--- src/hsl2rgb_pkg.sv ---
`timescale 1ns / 1ps
// shared constants and constant-divide helpers for the hue/saturation/level to rgb converter
// no dependencies

package hsl2rgb_pkg;

  // scale limits
  localparam logic [7:0]  HS_FULL  = 8'd254;
  localparam logic [7:0]  CH_FULL  = 8'd255;
  localparam logic [15:0] HS_SQ    = 16'd64516;   // 254 * 254
  localparam logic [2:0]  SECTORS  = 3'd6;

  // sector codes
  localparam logic [2:0] SEC_0 = 3'd0;
  localparam logic [2:0] SEC_1 = 3'd1;
  localparam logic [2:0] SEC_2 = 3'd2;
  localparam logic [2:0] SEC_3 = 3'd3;
  localparam logic [2:0] SEC_4 = 3'd4;
  localparam logic [2:0] SEC_5 = 3'd5;

  // reciprocals for quotient by multiply and shift right 32
  // exact for dividends below 71041 (by 254) and 66311 (by 255)
  localparam logic [24:0] RECIP_254 = 25'd16909321;
  localparam logic [24:0] RECIP_255 = 25'd16843010;

  // floor(v / 254), quotient must fit 8 bits
  function automatic logic [7:0] div254(input logic [15:0] v);
    logic [40:0] prod;
    prod = {25'd0, v} * {16'd0, RECIP_254};
    return prod[39:32];
  endfunction

  // floor(v / 255), quotient must fit 8 bits
  function automatic logic [7:0] div255(input logic [15:0] v);
    logic [40:0] prod;
    prod = {25'd0, v} * {16'd0, RECIP_255};
    return prod[39:32];
  endfunction

endpackage

--- src/hue_sat_level_to_rgb_top.sv ---
`timescale 1ns / 1ps
// hue/saturation/level to dimmed rgb converter, six register stages
// depends on hsl2rgb_pkg
// throughput: one item per cycle unless the output stalls; each stage holds its item only while the next is full
// stages: sector split, products, first /254, second /254, level scale, /255 and output
// reset: synchronous active high rst clears all stage valid bits, data is not reset

module hue_sat_level_to_rgb_top (
  input  logic        clk,
  input  logic        rst,
  input  logic        s_axis_tvalid,
  output logic        s_axis_tready,
  input  logic [23:0] s_axis_tdata,   // hue[7:0], saturation[15:8], level[23:16]
  input  logic [0:0]  s_axis_tuser,   // light_on[0]
  output logic        m_axis_tvalid,
  input  logic        m_axis_tready,
  output logic [23:0] m_axis_tdata    // red[7:0], green[15:8], blue[23:16]
);
  import hsl2rgb_pkg::*;

  // stage enables, a stage loads when empty or when the next one loads
  logic en1, en2, en3, en4, en5, en6;
  logic vld1, vld2, vld3, vld4, vld5, vld6;

  assign en6 = !vld6 || m_axis_tready;
  assign en5 = !vld5 || en6;
  assign en4 = !vld4 || en5;
  assign en3 = !vld3 || en4;
  assign en2 = !vld2 || en3;
  assign en1 = !vld1 || en2;
  assign s_axis_tready = en1;

  // valid bits
  always_ff @(posedge clk) begin
    if (rst) begin
      vld1 <= 1'b0;
      vld2 <= 1'b0;
      vld3 <= 1'b0;
      vld4 <= 1'b0;
      vld5 <= 1'b0;
      vld6 <= 1'b0;
    end else begin
      if (en1) vld1 <= s_axis_tvalid;
      if (en2) vld2 <= vld1;
      if (en3) vld3 <= vld2;
      if (en4) vld4 <= vld3;
      if (en5) vld5 <= vld4;
      if (en6) vld6 <= vld5;
    end
  end

  // stage 1: clamp, sector and remainder of hue*6 over 254
  logic [7:0]  hue_c, sat_c, lvl_in;
  logic [10:0] scaled;
  logic [2:0]  sector_next;
  logic [10:0] rem_wide;

  assign hue_c  = (s_axis_tdata[7:0]  > HS_FULL) ? HS_FULL : s_axis_tdata[7:0];
  assign sat_c  = (s_axis_tdata[15:8] > HS_FULL) ? HS_FULL : s_axis_tdata[15:8];
  assign lvl_in = s_axis_tdata[23:16];
  assign scaled = {3'd0, hue_c} * {8'd0, SECTORS};

  always_comb begin
    if (scaled >= 11'd1524) begin
      // full-scale hue wraps to the red end
      sector_next = SEC_0;
      rem_wide    = 11'd0;
    end else if (scaled >= 11'd1270) begin
      sector_next = SEC_5;
      rem_wide    = scaled - 11'd1270;
    end else if (scaled >= 11'd1016) begin
      sector_next = SEC_4;
      rem_wide    = scaled - 11'd1016;
    end else if (scaled >= 11'd762) begin
      sector_next = SEC_3;
      rem_wide    = scaled - 11'd762;
    end else if (scaled >= 11'd508) begin
      sector_next = SEC_2;
      rem_wide    = scaled - 11'd508;
    end else if (scaled >= 11'd254) begin
      sector_next = SEC_1;
      rem_wide    = scaled - 11'd254;
    end else begin
      sector_next = SEC_0;
      rem_wide    = scaled;
    end
  end

  logic [2:0] sector1;
  logic [7:0] rem1, sat1, lvl1;
  logic       on1;

  always_ff @(posedge clk) begin
    if (en1) begin
      sector1 <= sector_next;
      rem1    <= rem_wide[7:0];
      sat1    <= sat_c;
      lvl1    <= (lvl_in == 8'd0) ? 8'd1 : lvl_in;
      on1     <= s_axis_tuser[0];
    end
  end

  // stage 2: saturation products and the p term
  logic [15:0] sr_prod, sc_prod;
  logic [7:0]  inv_sat;

  assign sr_prod = {8'd0, sat1} * {8'd0, rem1};
  assign sc_prod = {8'd0, sat1} * {8'd0, HS_FULL - rem1};
  assign inv_sat = HS_FULL - sat1;

  logic [15:0] xq2, xt2;
  logic [7:0]  p2, lvl2;
  logic [2:0]  sector2;
  logic        on2;

  always_ff @(posedge clk) begin
    if (en2) begin
      xq2     <= HS_SQ - sr_prod;
      xt2     <= HS_SQ - sc_prod;
      // 255*a/254 = a + a/254, and a/254 is one only at a = 254
      p2      <= inv_sat + {7'd0, (inv_sat == HS_FULL)};
      lvl2    <= lvl1;
      sector2 <= sector1;
      on2     <= on1;
    end
  end

  // stage 3: floor(255*x/254) = x + floor(x/254)
  logic [15:0] wq3, wt3;
  logic [7:0]  p3, lvl3;
  logic [2:0]  sector3;
  logic        on3;

  always_ff @(posedge clk) begin
    if (en3) begin
      wq3     <= xq2 + {8'd0, div254(xq2)};
      wt3     <= xt2 + {8'd0, div254(xt2)};
      p3      <= p2;
      lvl3    <= lvl2;
      sector3 <= sector2;
      on3     <= on2;
    end
  end

  // stage 4: second divide by 254 gives q and t
  logic [7:0] q4, t4, p4, lvl4;
  logic [2:0] sector4;
  logic       on4;

  always_ff @(posedge clk) begin
    if (en4) begin
      q4      <= div254(wq3);
      t4      <= div254(wt3);
      p4      <= p3;
      lvl4    <= lvl3;
      sector4 <= sector3;
      on4     <= on3;
    end
  end

  // stage 5: channel select by sector, scale by level
  logic [7:0] c_r, c_g, c_b;

  always_comb begin
    case (sector4)
      SEC_0: begin c_r = CH_FULL; c_g = t4;      c_b = p4;      end
      SEC_1: begin c_r = q4;      c_g = CH_FULL; c_b = p4;      end
      SEC_2: begin c_r = p4;      c_g = CH_FULL; c_b = t4;      end
      SEC_3: begin c_r = p4;      c_g = q4;      c_b = CH_FULL; end
      SEC_4: begin c_r = t4;      c_g = p4;      c_b = CH_FULL; end
      default: begin c_r = CH_FULL; c_g = p4;    c_b = q4;      end
    endcase
  end

  logic [15:0] pr5, pg5, pb5;
  logic        on5;

  always_ff @(posedge clk) begin
    if (en5) begin
      pr5 <= {8'd0, c_r} * {8'd0, lvl4};
      pg5 <= {8'd0, c_g} * {8'd0, lvl4};
      pb5 <= {8'd0, c_b} * {8'd0, lvl4};
      on5 <= on4;
    end
  end

  // stage 6: divide by 255, blank when off, output register
  logic [23:0] out6;

  always_ff @(posedge clk) begin
    if (en6) begin
      out6 <= on5 ? {div255(pb5), div255(pg5), div255(pr5)} : 24'd0;
    end
  end

  assign m_axis_tvalid = vld6;
  assign m_axis_tdata  = out6;

endmodule

--- config.mk ---
export PLATFORM = sky130hd
export DESIGN_NAME = hue_sat_level_to_rgb_top
export DESIGN_NICKNAME = d
export VERILOG_FILES = /design/src/hsl2rgb_pkg.sv /design/src/hue_sat_level_to_rgb_top.sv
export SDC_FILE = /design/constraint.sdc
export NUM_CORES = 2
export LEC_CHECK = 0
export BUFFER_PORTS_ARGS = -buffer_cell sky130_fd_sc_hd__buf_4
export CAP_MARGIN = 40
export CORE_MARGIN = 8
export CORE_UTILIZATION = 30
export CTS_CLUSTER_DIAMETER = 200
export DETAILED_ROUTE_END_ITERATION = 10
export MAX_ROUTING_LAYER = met4
export PLACE_DENSITY_LB_ADDON = 0.25
export SETUP_SLACK_MARGIN = 0.2
export SYNTH_ARGS = -nofsm -noshare
export SYNTH_HDL_FRONTEND = slang
export SYNTH_SLANG_ARGS = --single-unit
--- constraint.sdc ---
create_clock -name clk -period 10.5 [get_ports clk]
set_input_delay 1.575 -clock clk [delete_from_list [all_inputs] [get_ports clk]]
set_output_delay 1.575 -clock clk [all_outputs]
set_load 0.02 [all_outputs]
# Yosys cells after proc, flatten, opt, wreduce, memory -nomap -nowiden
# Cells that the tools add are included.
word_totals:
  inputBits: 29
  output_inout_bits: 26
  ff_bits: 247
  elab_cells: 106
op_classes:
  addsub: 12
  mul: 13
  n_lt_le_gt_ge: 8
  muxes: 14
  n_eq_ne: 5
  reduce_logical: 19
ops:
  columns: ["cell", "count"]
  rows:
  - ["$mul A16 B25 Y40 const B", 4]
  - ["$mul A16 B24 Y39 const B", 3]
  - ["$mul A8 B8 Y16", 5]
  - ["$pmux W8 S3", 3]
  - ["$mux W8", 6]
  - ["$sub A8 B8 Y8 const B", 5]
  - ["$add A16 B8 Y16", 2]
  - ["$sub A16 B16 Y16 const A", 2]
  - ["$ge A11 B10 Y1 const B", 2]
  - ["$ge A11 B11 Y1 const B", 2]
  - ["$gt A8 B8 Y1 const B", 2]
  - ["$sub A8 B8 Y8 const A", 2]
  - ["$ge A11 B8 Y1 const B", 1]
  - ["$ge A11 B9 Y1 const B", 1]
  - ["$mul A8 B2 Y10 const B", 1]
  - ["$add A8 B1 Y8", 1]
  - ["$eq A8 B8 Y1 const B", 1]
  - ["$logic_not A8 Y1", 1]
  - ["$reduce_or A2 Y1", 4]
  - ["$eq A3 B2 Y1 const B", 2]
  - ["$logic_not A1 Y1", 6]
  - ["$logic_or A1 B1 Y1", 6]
  - ["$mux W3", 2]
  - ["$mux W2", 2]
  - ["other kinds (5)", 5]

# Depth between registers and ports, before layout
depth:
  ltp_word: 9
  ltp_mapped: 27
  depth_no_buf: 27

# Least setup slack after synthesis
# OpenSTA, ideal clock, no wires.
synth_path:
  kind: "reg2reg"
  from: "reg xt2[12]"
  to: "reg wt3[15], data pin"
  n_path_buf: 0
  path_slack_ns: 4.505
  synth_period_minus_slack_ns: 5.995
  required_ns: 10.234
  path_stages_with_launch: 28
  setup_ns: 0.266
  t_arrival_ns: 5.729
  cell_sequence: "edfxtp_1 -> ha_1 -> ha_1 -> inv_1 -> fa_1 -> inv_1 -> ha_1 -> ha_1 -> ha_1 -> a21oi_1 -> a21boi_0 -> a2111oi_0 -> o22ai_1 -> or2_2 -> o21a_1 -> nor2_1 -> xnor2_1 -> ha_1 -> inv_1 -> fa_1 -> nor2b_1 -> o21ai_0 -> a21boi_0 -> o21ai_0 -> a21boi_0 -> o21ai_0 -> nor3_1 -> xor2_1"
synth_via:
  elab_chain_cells: 2
synth_rtl:
  columns: ["item", "line", "source"]
  rows:
  - ["start: declaration", "hue_sat_level_to_rgb_top.sv:111", "logic [15:0] xq2, xt2;"]
  - ["start signal: assignment", "hue_sat_level_to_rgb_top.sv:119", "xt2 <= HS_SQ - sc_prod;"]
  - ["$mul A16 B25 Y40", "hsl2rgb_pkg.sv:29", "prod = {25'd0, v} * {16'd0, RECIP_254};"]
  - ["$add A16 B8 Y16 (*)", "hue_sat_level_to_rgb_top.sv:137", "wt3 <= xt2 + {8'd0, div254(xt2)};"]
  - ["end signal: assignment", "hue_sat_level_to_rgb_top.sv:137", null]
  - ["end: declaration", "hue_sat_level_to_rgb_top.sv:129", "logic [15:0] wq3, wt3;"]
# Every way passes the cells marked *; elsewhere a longest branch is shown, timed or not.
# A chain may end at the register's enable or synchronous reset.

# Worst setup path after layout
# Ends and elaborated chain as after synthesis.

==> summary.txt <==
Status = finished clean
Critical Path RT = 10.85 ns
Vias per cell = 4.709
Pre-Repair DR Iteration Count = 7
CP peak stage delay = 0.50 ns
Final Setup Violations = 0
Seq/Total Area, Yosys = 0.2269
Top post-synthesis cells by area = ha_1 (31%), edfxtp_1 (22%), fa_1 (14%)
Synthesized cell area = 32020 sq um
Final WL = 66980 um
Fill cells = 10910
Resized Gates After CTS = 0
Clk Latency, worst-skew pair = 0.61 ns
Global placer's final weighted congestion = 0.8795
PortBufs = 54
Syn_nets = 4204
DR iter-0 viols = 807
Final period utilization = 0.6309
Synth Instances = 3166
Worst Tran Pin Value = 0.8843 ns
Worst path most repeated cell = ha_1
Routed Antenna Nets = 0
Root Buffer = clkbuf_16
Max Fclk = 0.1510 GHz
WHS Path Cells = 0
Vias in the first global route = 22460
Worst Hold Class = flop to flop
Post-synth cell types = 71
TritonCTS clock tree = done
Via count = 21800
Die outline height = 342.7 um
Top cell type's share of synthesized area = 0.3067
Row Count = 120
Family with the most delay on the worst path = adder cells
Synth Flop Type = edfxtp_1
HPWL after DPL = 54230 um
Cts bufs inserted = 31
Slew Viols, Final = 0
Die area = 117500 sq um
GRT overflow = 0
Hold_buf cts = 0
# clock sinks = 244
Asr flop ratio synth = 0
Crit path kind = flop to flop
Setup TNS = 0 ns
Clock slew at the register clock pins of the worst setup and hold paths = 0.06 ns
Post-CTS setup repair buffer count = 0
Area of the multi-input gates = 22840 sq um
Aggregate global-route resource usage = 0.1184
Slowest CP cell = fa_1
Die width = 342.7 um
Core area = 106500 sq um
Worst-case reg-to-reg path depth = 27
# H-tree levels = 1
Area grow syn2layout = 9.702%
CTS max path bufs = 3
Critical path arrival = 6.97 ns
Ant diodes = 0
Nets@finish = 4240
Synth Register Bits = 244
Buf/Inv on CP = 3
Drt wl/cell = 14.47 um
Max-cap violations = 0
Post-route DRC = 0
Clk_skew = 0.01338 ns
Synth Warn # = 0
Post-synth EDFFs = 238
Initial Utilization = 0.3008
Leading area contributor after synthesis = ha_1
Crit Path Max Fanout = 6
Count of boundary I/O pins = 55
Critical Path Sink Type = flop
First-pass GRT wire length = 113600 um
Instance count on the critical path = 27
Fin crit period = 6.624 ns
Final Hold Viols = 0
Avg Cell Area, Syn = 10.11 sq um
Register area = 7267 sq um
Initial antenna violation count = 0
Pin count of the biggest net entering global routing = 53
Startpoint types = flop
Final core utilization = 0.3300
Rel. slew slack = 0.4042
Share of post-route cells with drive strength above 1 = 0.04958
RSZ-0062 raised after global routing = false
==> through the flow <==
step	cells	hold WS [ns]	instance area [sq um]	worst slack [ns]
6_report	4630	0.4150	35130	3.876
5_1_grt	4630	0.4088	35130	3.116
4_1_cts	4630	0.4027	35130	3.739
3_5_place_dp	4572	0.4045	34100	3.780
3_3_place_gp	4565	0.4027	34000	3.897
2_1_floorplan	3166	0.4003	32020	4.505
==> cells in the final DEF, fill, tap and decap left out, drive strengths merged, types with 15 or more instances in the layout <==
cell,count
and3,16
a21o,48
fa,224
clkinv,15
o21ai,80
buf,73
o211ai,17
a21oi,126
nand4,33
xnor2,98
inv,440
nand3,42
ha,785
o22a,25
nor2,143
nand2,184
edfxtp,238
nand2b,32
and2,211
nor3,35
nor2b,53
clkbuf,35
xor2,36
a21boi,17
o21a,15
==> logic make-up after synthesis <==
logic type	Yosys count	synth area share
compound gates	459	0.09624
xor+xnor	134	0.03665
fa+ha+maj	1009	0.4468
buf+inv	507	0.06013
flops	244	0.2269
mux	9	0.002852
simple gates	804	0.1304
==> routing by layer <==
metal  part of all wire  wire (um)  GRT usage
met5                  0          0          -
met1               0.50      33220     0.1569
met2               0.46      31120     0.1985
met3              0.025       1702    0.01347
met4              0.014        932    0.01814
==> flip-flops by register name, summed over array words and instances (netlist names), 8 cells and up <==
register / cells
lvl4: 8
xt2: 15
pb5: 16
pg5: 16
p2: 8
wt3: 16
lvl2: 8
p4: 8
wq3: 16
lvl3: 8
lvl1: 8
p3: 8
pr5: 16
sat1: 8
t4: 8
m_axis_tdata: 24
xq2: 15
q4: 8
==> synthesized netlist by cell type (32+ instances only) <==
cell type / n
nand3_1: 42
nand2b_1: 32
inv_1: 437
nor3_1: 33
nand2_1: 184
xnor2_1: 98
edfxtp_1: 238
nor2_1: 143
a21o_1: 48
o21ai_0: 76
fa_1: 224
and2_1: 210
nand4_1: 32
ha_1: 785
a21oi_1: 126
clkbuf_1: 65
xor2_1: 36
nor2b_1: 53
==> final cells by class <==
class,count,area share
Multi-Input combinational cell,2415,0.6502
Sequential cell,244,0.2069
Tap cell,1403,0.04997
Inverter,437,0.04669
Clock buffer,35,0.02251
Timing Repair Buffer,73,0.01695
Clock inverter,23,0.006839
==> final timing paths <==
check / from / endpoint / slack (ns)
worst max-delay path: xt2[12] / wt3[15] / 3.88
worst min register to register: lvl3[4] / lvl4[4] / 0.41
worst max register to register: xt2[12] / wt3[15] / 3.88
worst min-delay path: lvl3[4] / lvl4[4] / 0.41
Power is left out: the tool's default activity adds up to more than one toggle a clock period on the data nets, which glitch-free logic cannot reach.
